[src/rtl/core/sic_pkg.sv]
package sic_pkg;

  localparam int ValueW = 16;
  localparam int SizeW  = 7;
  localparam int RunW   = 7;
  localparam int OffW   = 9;
  localparam int SquareW = 2 * SizeW;

  localparam logic [SizeW-1:0] SizeReset = 7'd5;

  localparam logic [1:0] SIDE_TOP    = 2'd0;
  localparam logic [1:0] SIDE_RIGHT  = 2'd1;
  localparam logic [1:0] SIDE_BOTTOM = 2'd2;
  localparam logic [1:0] SIDE_LEFT   = 2'd3;

  // Token that walks the ring chain, one cell per cycle
  typedef struct packed {
    logic              vld;
    logic              err;
    logic              found;
    logic [ValueW-1:0] m;
    logic [SizeW-1:0]  n;
    logic [ValueW-1:0] first;
    logic [SizeW-1:0]  ring;
    logic [RunW-1:0]   run;
    logic [OffW-1:0]   d;
  } ring_tok_t;

endpackage

[src/rtl/core/sic_in_if.sv]
interface sic_in_if;
  logic                       valid;
  logic                       ready;
  logic [sic_pkg::ValueW-1:0] value;

  modport source (output valid, output value, input ready);
  modport sink (input valid, input value, output ready);
endinterface

[src/rtl/core/sic_out_if.sv]
interface sic_out_if;
  logic                      valid;
  logic                      ready;
  logic [sic_pkg::SizeW-1:0] row;
  logic [sic_pkg::SizeW-1:0] column;
  logic                      out_of_range;

  modport source (output valid, output row, output column, output out_of_range, input ready);
  modport sink (input valid, input row, input column, input out_of_range, output ready);
endinterface

[src/rtl/core/sic_ring_cell.sv]
module sic_ring_cell #(
  parameter int RING = 1
) (
  input  logic               clk,
  input  logic               rst,
  input  sic_pkg::ring_tok_t tok_in,
  output sic_pkg::ring_tok_t tok_out
);

  logic                       active;
  logic [sic_pkg::RunW-1:0]   run;
  logic [sic_pkg::OffW-1:0]   count;
  logic [sic_pkg::ValueW:0]   limit;
  sic_pkg::ring_tok_t         tok_next;

  // Ring RING has side run n - 2*RING + 1 and holds four runs
  assign active = tok_in.vld && !tok_in.err && !tok_in.found &&
                  (RING <= int'(tok_in.n >> 1));
  assign run    = tok_in.n - sic_pkg::RunW'(2 * RING - 1);
  assign count  = {run, 2'b00};
  assign limit  = {1'b0, tok_in.first} + (sic_pkg::ValueW + 1)'(count);

  always_comb begin
    tok_next = tok_in;
    if (active) begin
      if ({1'b0, tok_in.m} < limit) begin
        tok_next.found = 1'b1;
        tok_next.ring  = sic_pkg::SizeW'(RING);
        tok_next.run   = run;
        tok_next.d     = sic_pkg::OffW'(tok_in.m - tok_in.first);
      end else begin
        tok_next.first = tok_in.first + sic_pkg::ValueW'(count);
      end
    end
  end

  always_ff @(posedge clk) begin
    if (rst) begin
      tok_out.vld <= 1'b0;
    end else begin
      tok_out <= tok_next;
    end
  end

endmodule

[src/rtl/core/sic_locate.sv]
module sic_locate (
  input  sic_pkg::ring_tok_t        tok,
  output logic [sic_pkg::SizeW-1:0] row,
  output logic [sic_pkg::SizeW-1:0] column,
  output logic                      err
);

  logic [sic_pkg::OffW-1:0]  r1;
  logic [sic_pkg::OffW-1:0]  r2;
  logic [sic_pkg::OffW-1:0]  r3;
  logic [1:0]                side;
  logic [sic_pkg::OffW-1:0]  seat;
  logic [sic_pkg::SizeW-1:0] along;
  logic [sic_pkg::SizeW-1:0] far;
  logic [sic_pkg::SizeW-1:0] back;
  logic [sic_pkg::SizeW-1:0] centre;

  assign r1 = sic_pkg::OffW'(tok.run);
  assign r2 = r1 << 1;
  assign r3 = r2 + r1;

  always_comb begin
    priority if (tok.d < r1) begin
      side = sic_pkg::SIDE_TOP;
      seat = tok.d;
    end else if (tok.d < r2) begin
      side = sic_pkg::SIDE_RIGHT;
      seat = tok.d - r1;
    end else if (tok.d < r3) begin
      side = sic_pkg::SIDE_BOTTOM;
      seat = tok.d - r2;
    end else begin
      side = sic_pkg::SIDE_LEFT;
      seat = tok.d - r3;
    end
  end

  assign along  = sic_pkg::SizeW'(seat) + tok.ring;
  assign far    = tok.n - tok.ring + 7'd1;
  assign back   = tok.n - along + 7'd1;
  assign centre = (tok.n >> 1) + 7'd1;
  assign err    = tok.err;

  always_comb begin
    if (tok.err) begin
      row    = '0;
      column = '0;
    end else if (!tok.found) begin
      // odd size: the last value sits in the centre cell
      row    = centre;
      column = centre;
    end else begin
      unique case (side)
        sic_pkg::SIDE_TOP: begin
          row    = tok.ring;
          column = along;
        end
        sic_pkg::SIDE_RIGHT: begin
          row    = along;
          column = far;
        end
        sic_pkg::SIDE_BOTTOM: begin
          row    = far;
          column = back;
        end
        default: begin
          row    = back;
          column = tok.ring;
        end
      endcase
    end
  end

endmodule

[src/rtl/core/spiral_index_to_coordinate.sv]
// From an accepted request to a valid result the token passes one entry register,
// one register per ring cell of the chain, and one output register.
// One transaction in flight; the next request is accepted the cycle after the
// result is taken.
// Reset (rst, synchronous, active high) clears the chain and output valids and
// sets matrix_size to 5.
module spiral_index_to_coordinate #(
  parameter int MAX_SIZE = 64
) (
  input  logic                      clk,
  input  logic                      rst,
  input  logic                      cfg_write,
  input  logic [sic_pkg::SizeW-1:0] cfg_data,
  sic_in_if.sink                    request,
  sic_out_if.source                 result
);

  localparam int NCELL = MAX_SIZE / 2;

  logic [sic_pkg::SizeW-1:0]   matrix_size;
  logic                        busy;
  logic                        accept;
  logic [sic_pkg::SquareW-1:0] square;
  logic                        bad;
  sic_pkg::ring_tok_t          head;
  sic_pkg::ring_tok_t          chain [NCELL+1];
  logic [sic_pkg::SizeW-1:0]   row_c;
  logic [sic_pkg::SizeW-1:0]   column_c;
  logic                        err_c;

  assign request.ready = !busy;
  assign accept        = request.valid && !busy;

  always_ff @(posedge clk) begin
    if (rst) begin
      matrix_size <= sic_pkg::SizeReset;
    end else if (cfg_write) begin
      matrix_size <= cfg_data;
    end
  end

  assign square = sic_pkg::SquareW'(matrix_size) * sic_pkg::SquareW'(matrix_size);
  assign bad    = (matrix_size == '0) || (int'(matrix_size) > MAX_SIZE) ||
                  (request.value == '0) ||
                  ({1'b0, request.value} > (sic_pkg::ValueW + 1)'(square));

  always_ff @(posedge clk) begin
    if (rst) begin
      busy <= 1'b0;
    end else if (accept) begin
      busy <= 1'b1;
    end else if (result.valid && result.ready) begin
      busy <= 1'b0;
    end
  end

  always_ff @(posedge clk) begin
    if (rst) begin
      head.vld <= 1'b0;
    end else begin
      head.vld   <= accept;
      head.err   <= bad;
      head.found <= 1'b0;
      head.m     <= request.value;
      head.n     <= matrix_size;
      head.first <= sic_pkg::ValueW'(1);
      head.ring  <= '0;
      head.run   <= '0;
      head.d     <= '0;
    end
  end

  assign chain[0] = head;

  for (genvar k = 0; k < NCELL; k++) begin : g_ring
    sic_ring_cell #(
      .RING(k + 1)
    ) u_cell (
      .clk    (clk),
      .rst    (rst),
      .tok_in (chain[k]),
      .tok_out(chain[k+1])
    );
  end

  sic_locate u_locate (
    .tok   (chain[NCELL]),
    .row   (row_c),
    .column(column_c),
    .err   (err_c)
  );

  // hold the result until taken; only one transaction is in flight
  always_ff @(posedge clk) begin
    if (rst) begin
      result.valid <= 1'b0;
    end else if (chain[NCELL].vld) begin
      result.valid        <= 1'b1;
      result.row          <= row_c;
      result.column       <= column_c;
      result.out_of_range <= err_c;
    end else if (result.ready) begin
      result.valid <= 1'b0;
    end
  end

endmodule

[src/flat_wrapper.sv]
// flat-port wrapper written by rule: the top's interface ports become plain ports
module spiral_index_to_coordinate_flat 
#(
  parameter int MAX_SIZE = 64
)
  (clk, rst, cfg_write, cfg_data, request_valid, request_value, request_ready, result_valid, result_row, result_column, result_out_of_range, result_ready);
  sic_in_if request_i ();
  sic_out_if result_i ();
  input  logic clk;
  input  logic rst;
  input  logic cfg_write;
  input  logic [sic_pkg::SizeW-1:0] cfg_data;
  input wire logic [$bits(request_i.valid)-1:0] request_valid;
  input wire logic [$bits(request_i.value)-1:0] request_value;
  output wire logic [$bits(request_i.ready)-1:0] request_ready;
  output wire logic [$bits(result_i.valid)-1:0] result_valid;
  output wire logic [$bits(result_i.row)-1:0] result_row;
  output wire logic [$bits(result_i.column)-1:0] result_column;
  output wire logic [$bits(result_i.out_of_range)-1:0] result_out_of_range;
  input wire logic [$bits(result_i.ready)-1:0] result_ready;
  assign request_i.valid = request_valid;
  assign request_i.value = request_value;
  assign request_ready = request_i.ready;
  assign result_valid = result_i.valid;
  assign result_row = result_i.row;
  assign result_column = result_i.column;
  assign result_out_of_range = result_i.out_of_range;
  assign result_i.ready = result_ready;
  spiral_index_to_coordinate #(.MAX_SIZE(MAX_SIZE)) u_core (.clk(clk), .rst(rst), .cfg_write(cfg_write), .cfg_data(cfg_data), .request(request_i), .result(result_i));
endmodule
[config.mk]
export PLATFORM = sky130hd
export DESIGN_NAME = spiral_index_to_coordinate_flat
export DESIGN_NICKNAME = d
export VERILOG_FILES = /design/src/rtl/core/sic_pkg.sv /design/src/rtl/core/sic_in_if.sv /design/src/rtl/core/sic_out_if.sv /design/src/rtl/core/sic_ring_cell.sv /design/src/rtl/core/sic_locate.sv /design/src/rtl/core/spiral_index_to_coordinate.sv /design/src/flat_wrapper.sv
export SDC_FILE = /design/constraint.sdc
export NUM_CORES = 2
export LEC_CHECK = 0
export BUFFER_PORTS_ARGS = -buffer_cell sky130_fd_sc_hd__buf_2
export CELL_PAD_IN_SITES_DETAIL_PLACEMENT = 1
export CELL_PAD_IN_SITES_GLOBAL_PLACEMENT = 1
export CORE_ASPECT_RATIO = 1.25
export CORE_UTILIZATION = 45
export DETAILED_ROUTE_END_ITERATION = 10
export PLACE_DENSITY_LB_ADDON = 0.15
export SLEW_MARGIN = 15
export SYNTH_ARGS = -nofsm -noshare
export SYNTH_HDL_FRONTEND = slang
export SYNTH_SLANG_ARGS = --single-unit
export TNS_END_PERCENT = 30
[constraint.sdc]
create_clock -name clk -period 123.7 [get_ports clk]
set_clock_uncertainty 0.15 [all_clocks]
set_input_delay 24.74 -clock clk [delete_from_list [all_inputs] [get_ports clk]]
set_output_delay 24.74 -clock clk [all_outputs]
set_load 0.02 [all_outputs]
==> flow_metrics.py <==
metrics = {
    "worst_hold_path": {
        "min_path_type": "reg -> reg",
        "holdPathStages": 0,
    },
    "cells_and_area": {
        "design_area_um2": 117000,
        "drive_gt1_share_pct": 10.5,
        "final_util_pct": 49.6,
        "areaGrowthSynthToFinish_pct": 9.50,
        "layout.nets": 9628,
        "stdcell_count": 11843,
    },
    "yosys": {
        "yosysWarnings": 0,
        "syn_area_um2": 107000,
        "async_flop_share_pct": 0,
        "synth.distinct_cells": 99,
        "synth_edf_count": 1875,
        "avgSynthCellArea_um2": 12.7,
        "syn_inst": 8432,
        "synth-seq-cells": 1917,
        "syn_nets": 9496,
        "synth_ff_type": "edfxtp_1",
        "yosysSeqAreaShare_pct": 53.5,
    },
    "outcome": {
        "status": "finished, final reports clean",
    },
    "place": {
        "placed_cells": 11470,
        "place.port_buffers": 44,
        "post-dp-hpwl_mm": 209,
        "gp_congestion": 0.873,
        "place_area_um2": 110000,
    },
    "critical_path": {
        "worstSetupPathType": "in -> reg",
        "crit_arrival_ns": 29.81,
        "r2r_slack_ns": 115.63,
        "cp_max_fo": 171,
        "critPathRequiredTime_ns": 124.03,
        "reg2reg_depth": 29,
        "worstSetupStartpointType": "input port",
        "endpoint_kind": "flop",
    },
    "floorplanning": {
        "initial_core_util_pct": 45.3,
        "die_area_um2": 239000,
        "pin_count": 45,
        "placementRows": 199,
        "die_h_um": 547,
        "core_um2": 236000,
        "die_width_um": 438,
    },
    "power": {
        "power.density_nw_per_um2": 14.4,
        "ir_worst_vdd_mv": 0.0127,
        "p_total_w": 0.00168,
        "power_leakage_nw": 45.4,
    },
    "clocking": {
        "root_buffer": "clkbuf_16",
        "cts_resized": 0,
        "ctsLongestPathBuffers": 4,
        "clkSinkCount": 1917,
        "holdBufCountCts": 0,
        "cts_tree": "built",
        "cts.clk_slew.worst_paths_ns": 0.06,
        "cts_made_buffers": 206,
        "cts_setup_buffers": 0,
        "worstSkewPairLatency_ns": 0.86,
        "htree_levels": 4,
    },
    "routing": {
        "dr.first_iter.drc_count": 3520,
        "viasPerCell": 5.54,
        "drt_wl_total_mm": 271,
        "wire_per_inst_um": 22.9,
        "vias": 65622,
        "first_pass_iters": 5,
        "drc": 0,
        "ant_nets": 0,
    },
    "timing": {
        "rsz0062_at_grt": "no",
        "worstMarginPinSlew_ns": 1.19,
        "period_minus_slack_ns": 29.48,
        "hold_viol_final": 0,
        "final_max_slew_viol_count": 0,
        "setup_viol": 0,
        "fmax_mhz": 33.9,
        "maxSlewHeadroom_pct": 19.7,
        "finalCritPeriodShare_pct": 23.8,
        "setup_tns_ns": 0,
    },
    "flow_run": {
        "maxCapViolCount": 0,
    },
    "global_routing": {
        "met2_usage_pct": 42.1,
        "antenna_found_initial": 2,
        "overflow": 0,
        "busiest_layer": "met2",
        "grt_pass1_wl_mm": 417,
        "gr-usage-all-layers_pct": 22.5,
        "grt_max_degree": 199,
        "use_met3_pct": 2.18,
        "use_met1_pct": 26.1,
        "grt_pass1_vias": 71221,
    },
}
==> area by class of cell <==
class | instances | area [um^2]
diodes | 4 | 10.0
inverters | 570 | 2150
flip-flops and latches | 1917 | 57100
well taps | 3115 | 3900
clock buffers | 253 | 5400
fillers | 24068 | 119000
repair buffers | 88 | 611
multi-input cells | 5781 | 46600
clock inverters | 115 | 1100
==> metal layers <==
layer	part of all wire, %	up-vias
li1	-	31248
met1	40	33005
met2	53	862
met3	2.5	507
met4	4.3	0
met5	0	-
==> flip-flops by register name, summed over array words and instances (netlist names) <==
register                      count
u_core.chain                     25
u_core.g_ring.u_cell.tok_out   1868
u_core.result.valid               1
u_core.busy                       1
u_core.result.out_of_range        1
u_core.result.column              7
u_core.result.row                 7
u_core.matrix_size                7
==> metrics by stage <==
step / hold slack [ns] / setup slack, ns
CTS: 0.305 / 94.20
finish: 0.302 / 94.22
global route: 0.317 / 93.78
floorplan: 0.256 / 60.28
global placement: 0.278 / 93.46
detailed placement: 0.287 / 93.29
==> path summary, 6_finish.rpt <==
kind	startpoint	to
worst max-delay path	rst	u_core.g_ring[18].u_cell.tok_out[40]
worst min-delay path	u_core.g_ring[3].u_cell.tok_out[59]	u_core.g_ring[4].u_cell.tok_out[59]
worst max register to register	u_core.g_ring[31].u_cell.tok_out[10]	u_core.result.row[6]
worst min register to register	u_core.g_ring[3].u_cell.tok_out[59]	u_core.g_ring[4].u_cell.tok_out[59]
==> cells by family after synthesis <==
group           count (synthesis)  synth area share [%]
xor+xnor                      941                  7.72
buf+inv                       734                  2.86
mux                           497                  5.21
compound gates               1614                  10.0
fa+ha+maj                    1036                  12.5
simple gates                 1693                  8.19
flops                        1917                  53.5
==> where the power goes <==
group	internal (W)	switching [W]
clock network	0.000348	0.000259
logic	0.000119	0.000165
registers	0.000755	0.0000339
total	0.00122	0.000458
==> cells in the mapped netlist (53+ instances only) <==
master	count	area share, %
a211oi_1	54	0.38
a21o_1	238	1.7
a21oi_1	342	1.6
a31oi_1	64	0.37
and2_1	54	0.32
and3_1	64	0.37
clkbuf_1	73	0.26
edfxtp_1	1875	53
fa_1	53	0.99
ha_1	983	12
inv_1	567	2.0
mux2_2	323	3.4
mux2i_1	107	1.0
nand2_1	441	1.6
nand2b_1	135	0.79
nand3_1	128	0.60
nand4_1	62	0.36
nor2_1	260	0.91
nor2b_1	204	1.2
nor3_1	122	0.57
o21a_1	184	1.3
o21ai_0	434	2.0
or2_2	102	0.60
xnor2_1	552	4.5
xor2_1	389	3.2
==> cell usage in the layout (no fill, tap or decap), types with 18 or more instances in the layout <==
master and instances:
a211oi_1 54, a21o_1 238, a21oi_1 341, a31oi_1 64, and2_1 54, and3_1 64, buf_2 43, buf_4 41
bufinv_16 18, clkbuf_1 42, clkbuf_16 208, clkinv_1 38, clkinv_2 31, dfxtp_1 42, edfxtp_1 1875, fa_1 53
ha_1 983, inv_1 566, mux2_1 41, mux2_2 323, mux2_4 26, mux2i_1 107, nand2_1 441, nand2b_1 134
nand3_1 128, nand4_1 62, nor2_1 259, nor2b_1 202, nor3_1 121, nor4_1 29, o2111ai_1 21, o211ai_1 40
o21a_1 184, o21ai_0 434, o21bai_1 41, o31ai_1 25, o41ai_1 18, or2_2 102, xnor2_1 552, xor2_1 389
==> critical path: stages <==
cell and delay (ns):
buf_4 0.16, inv_8 0.50, buf_12 0.63, buf_4 0.86, buf_4 0.88, buf_4 0.78
buf_4 0.80
(Power assumes the default switching activity.)
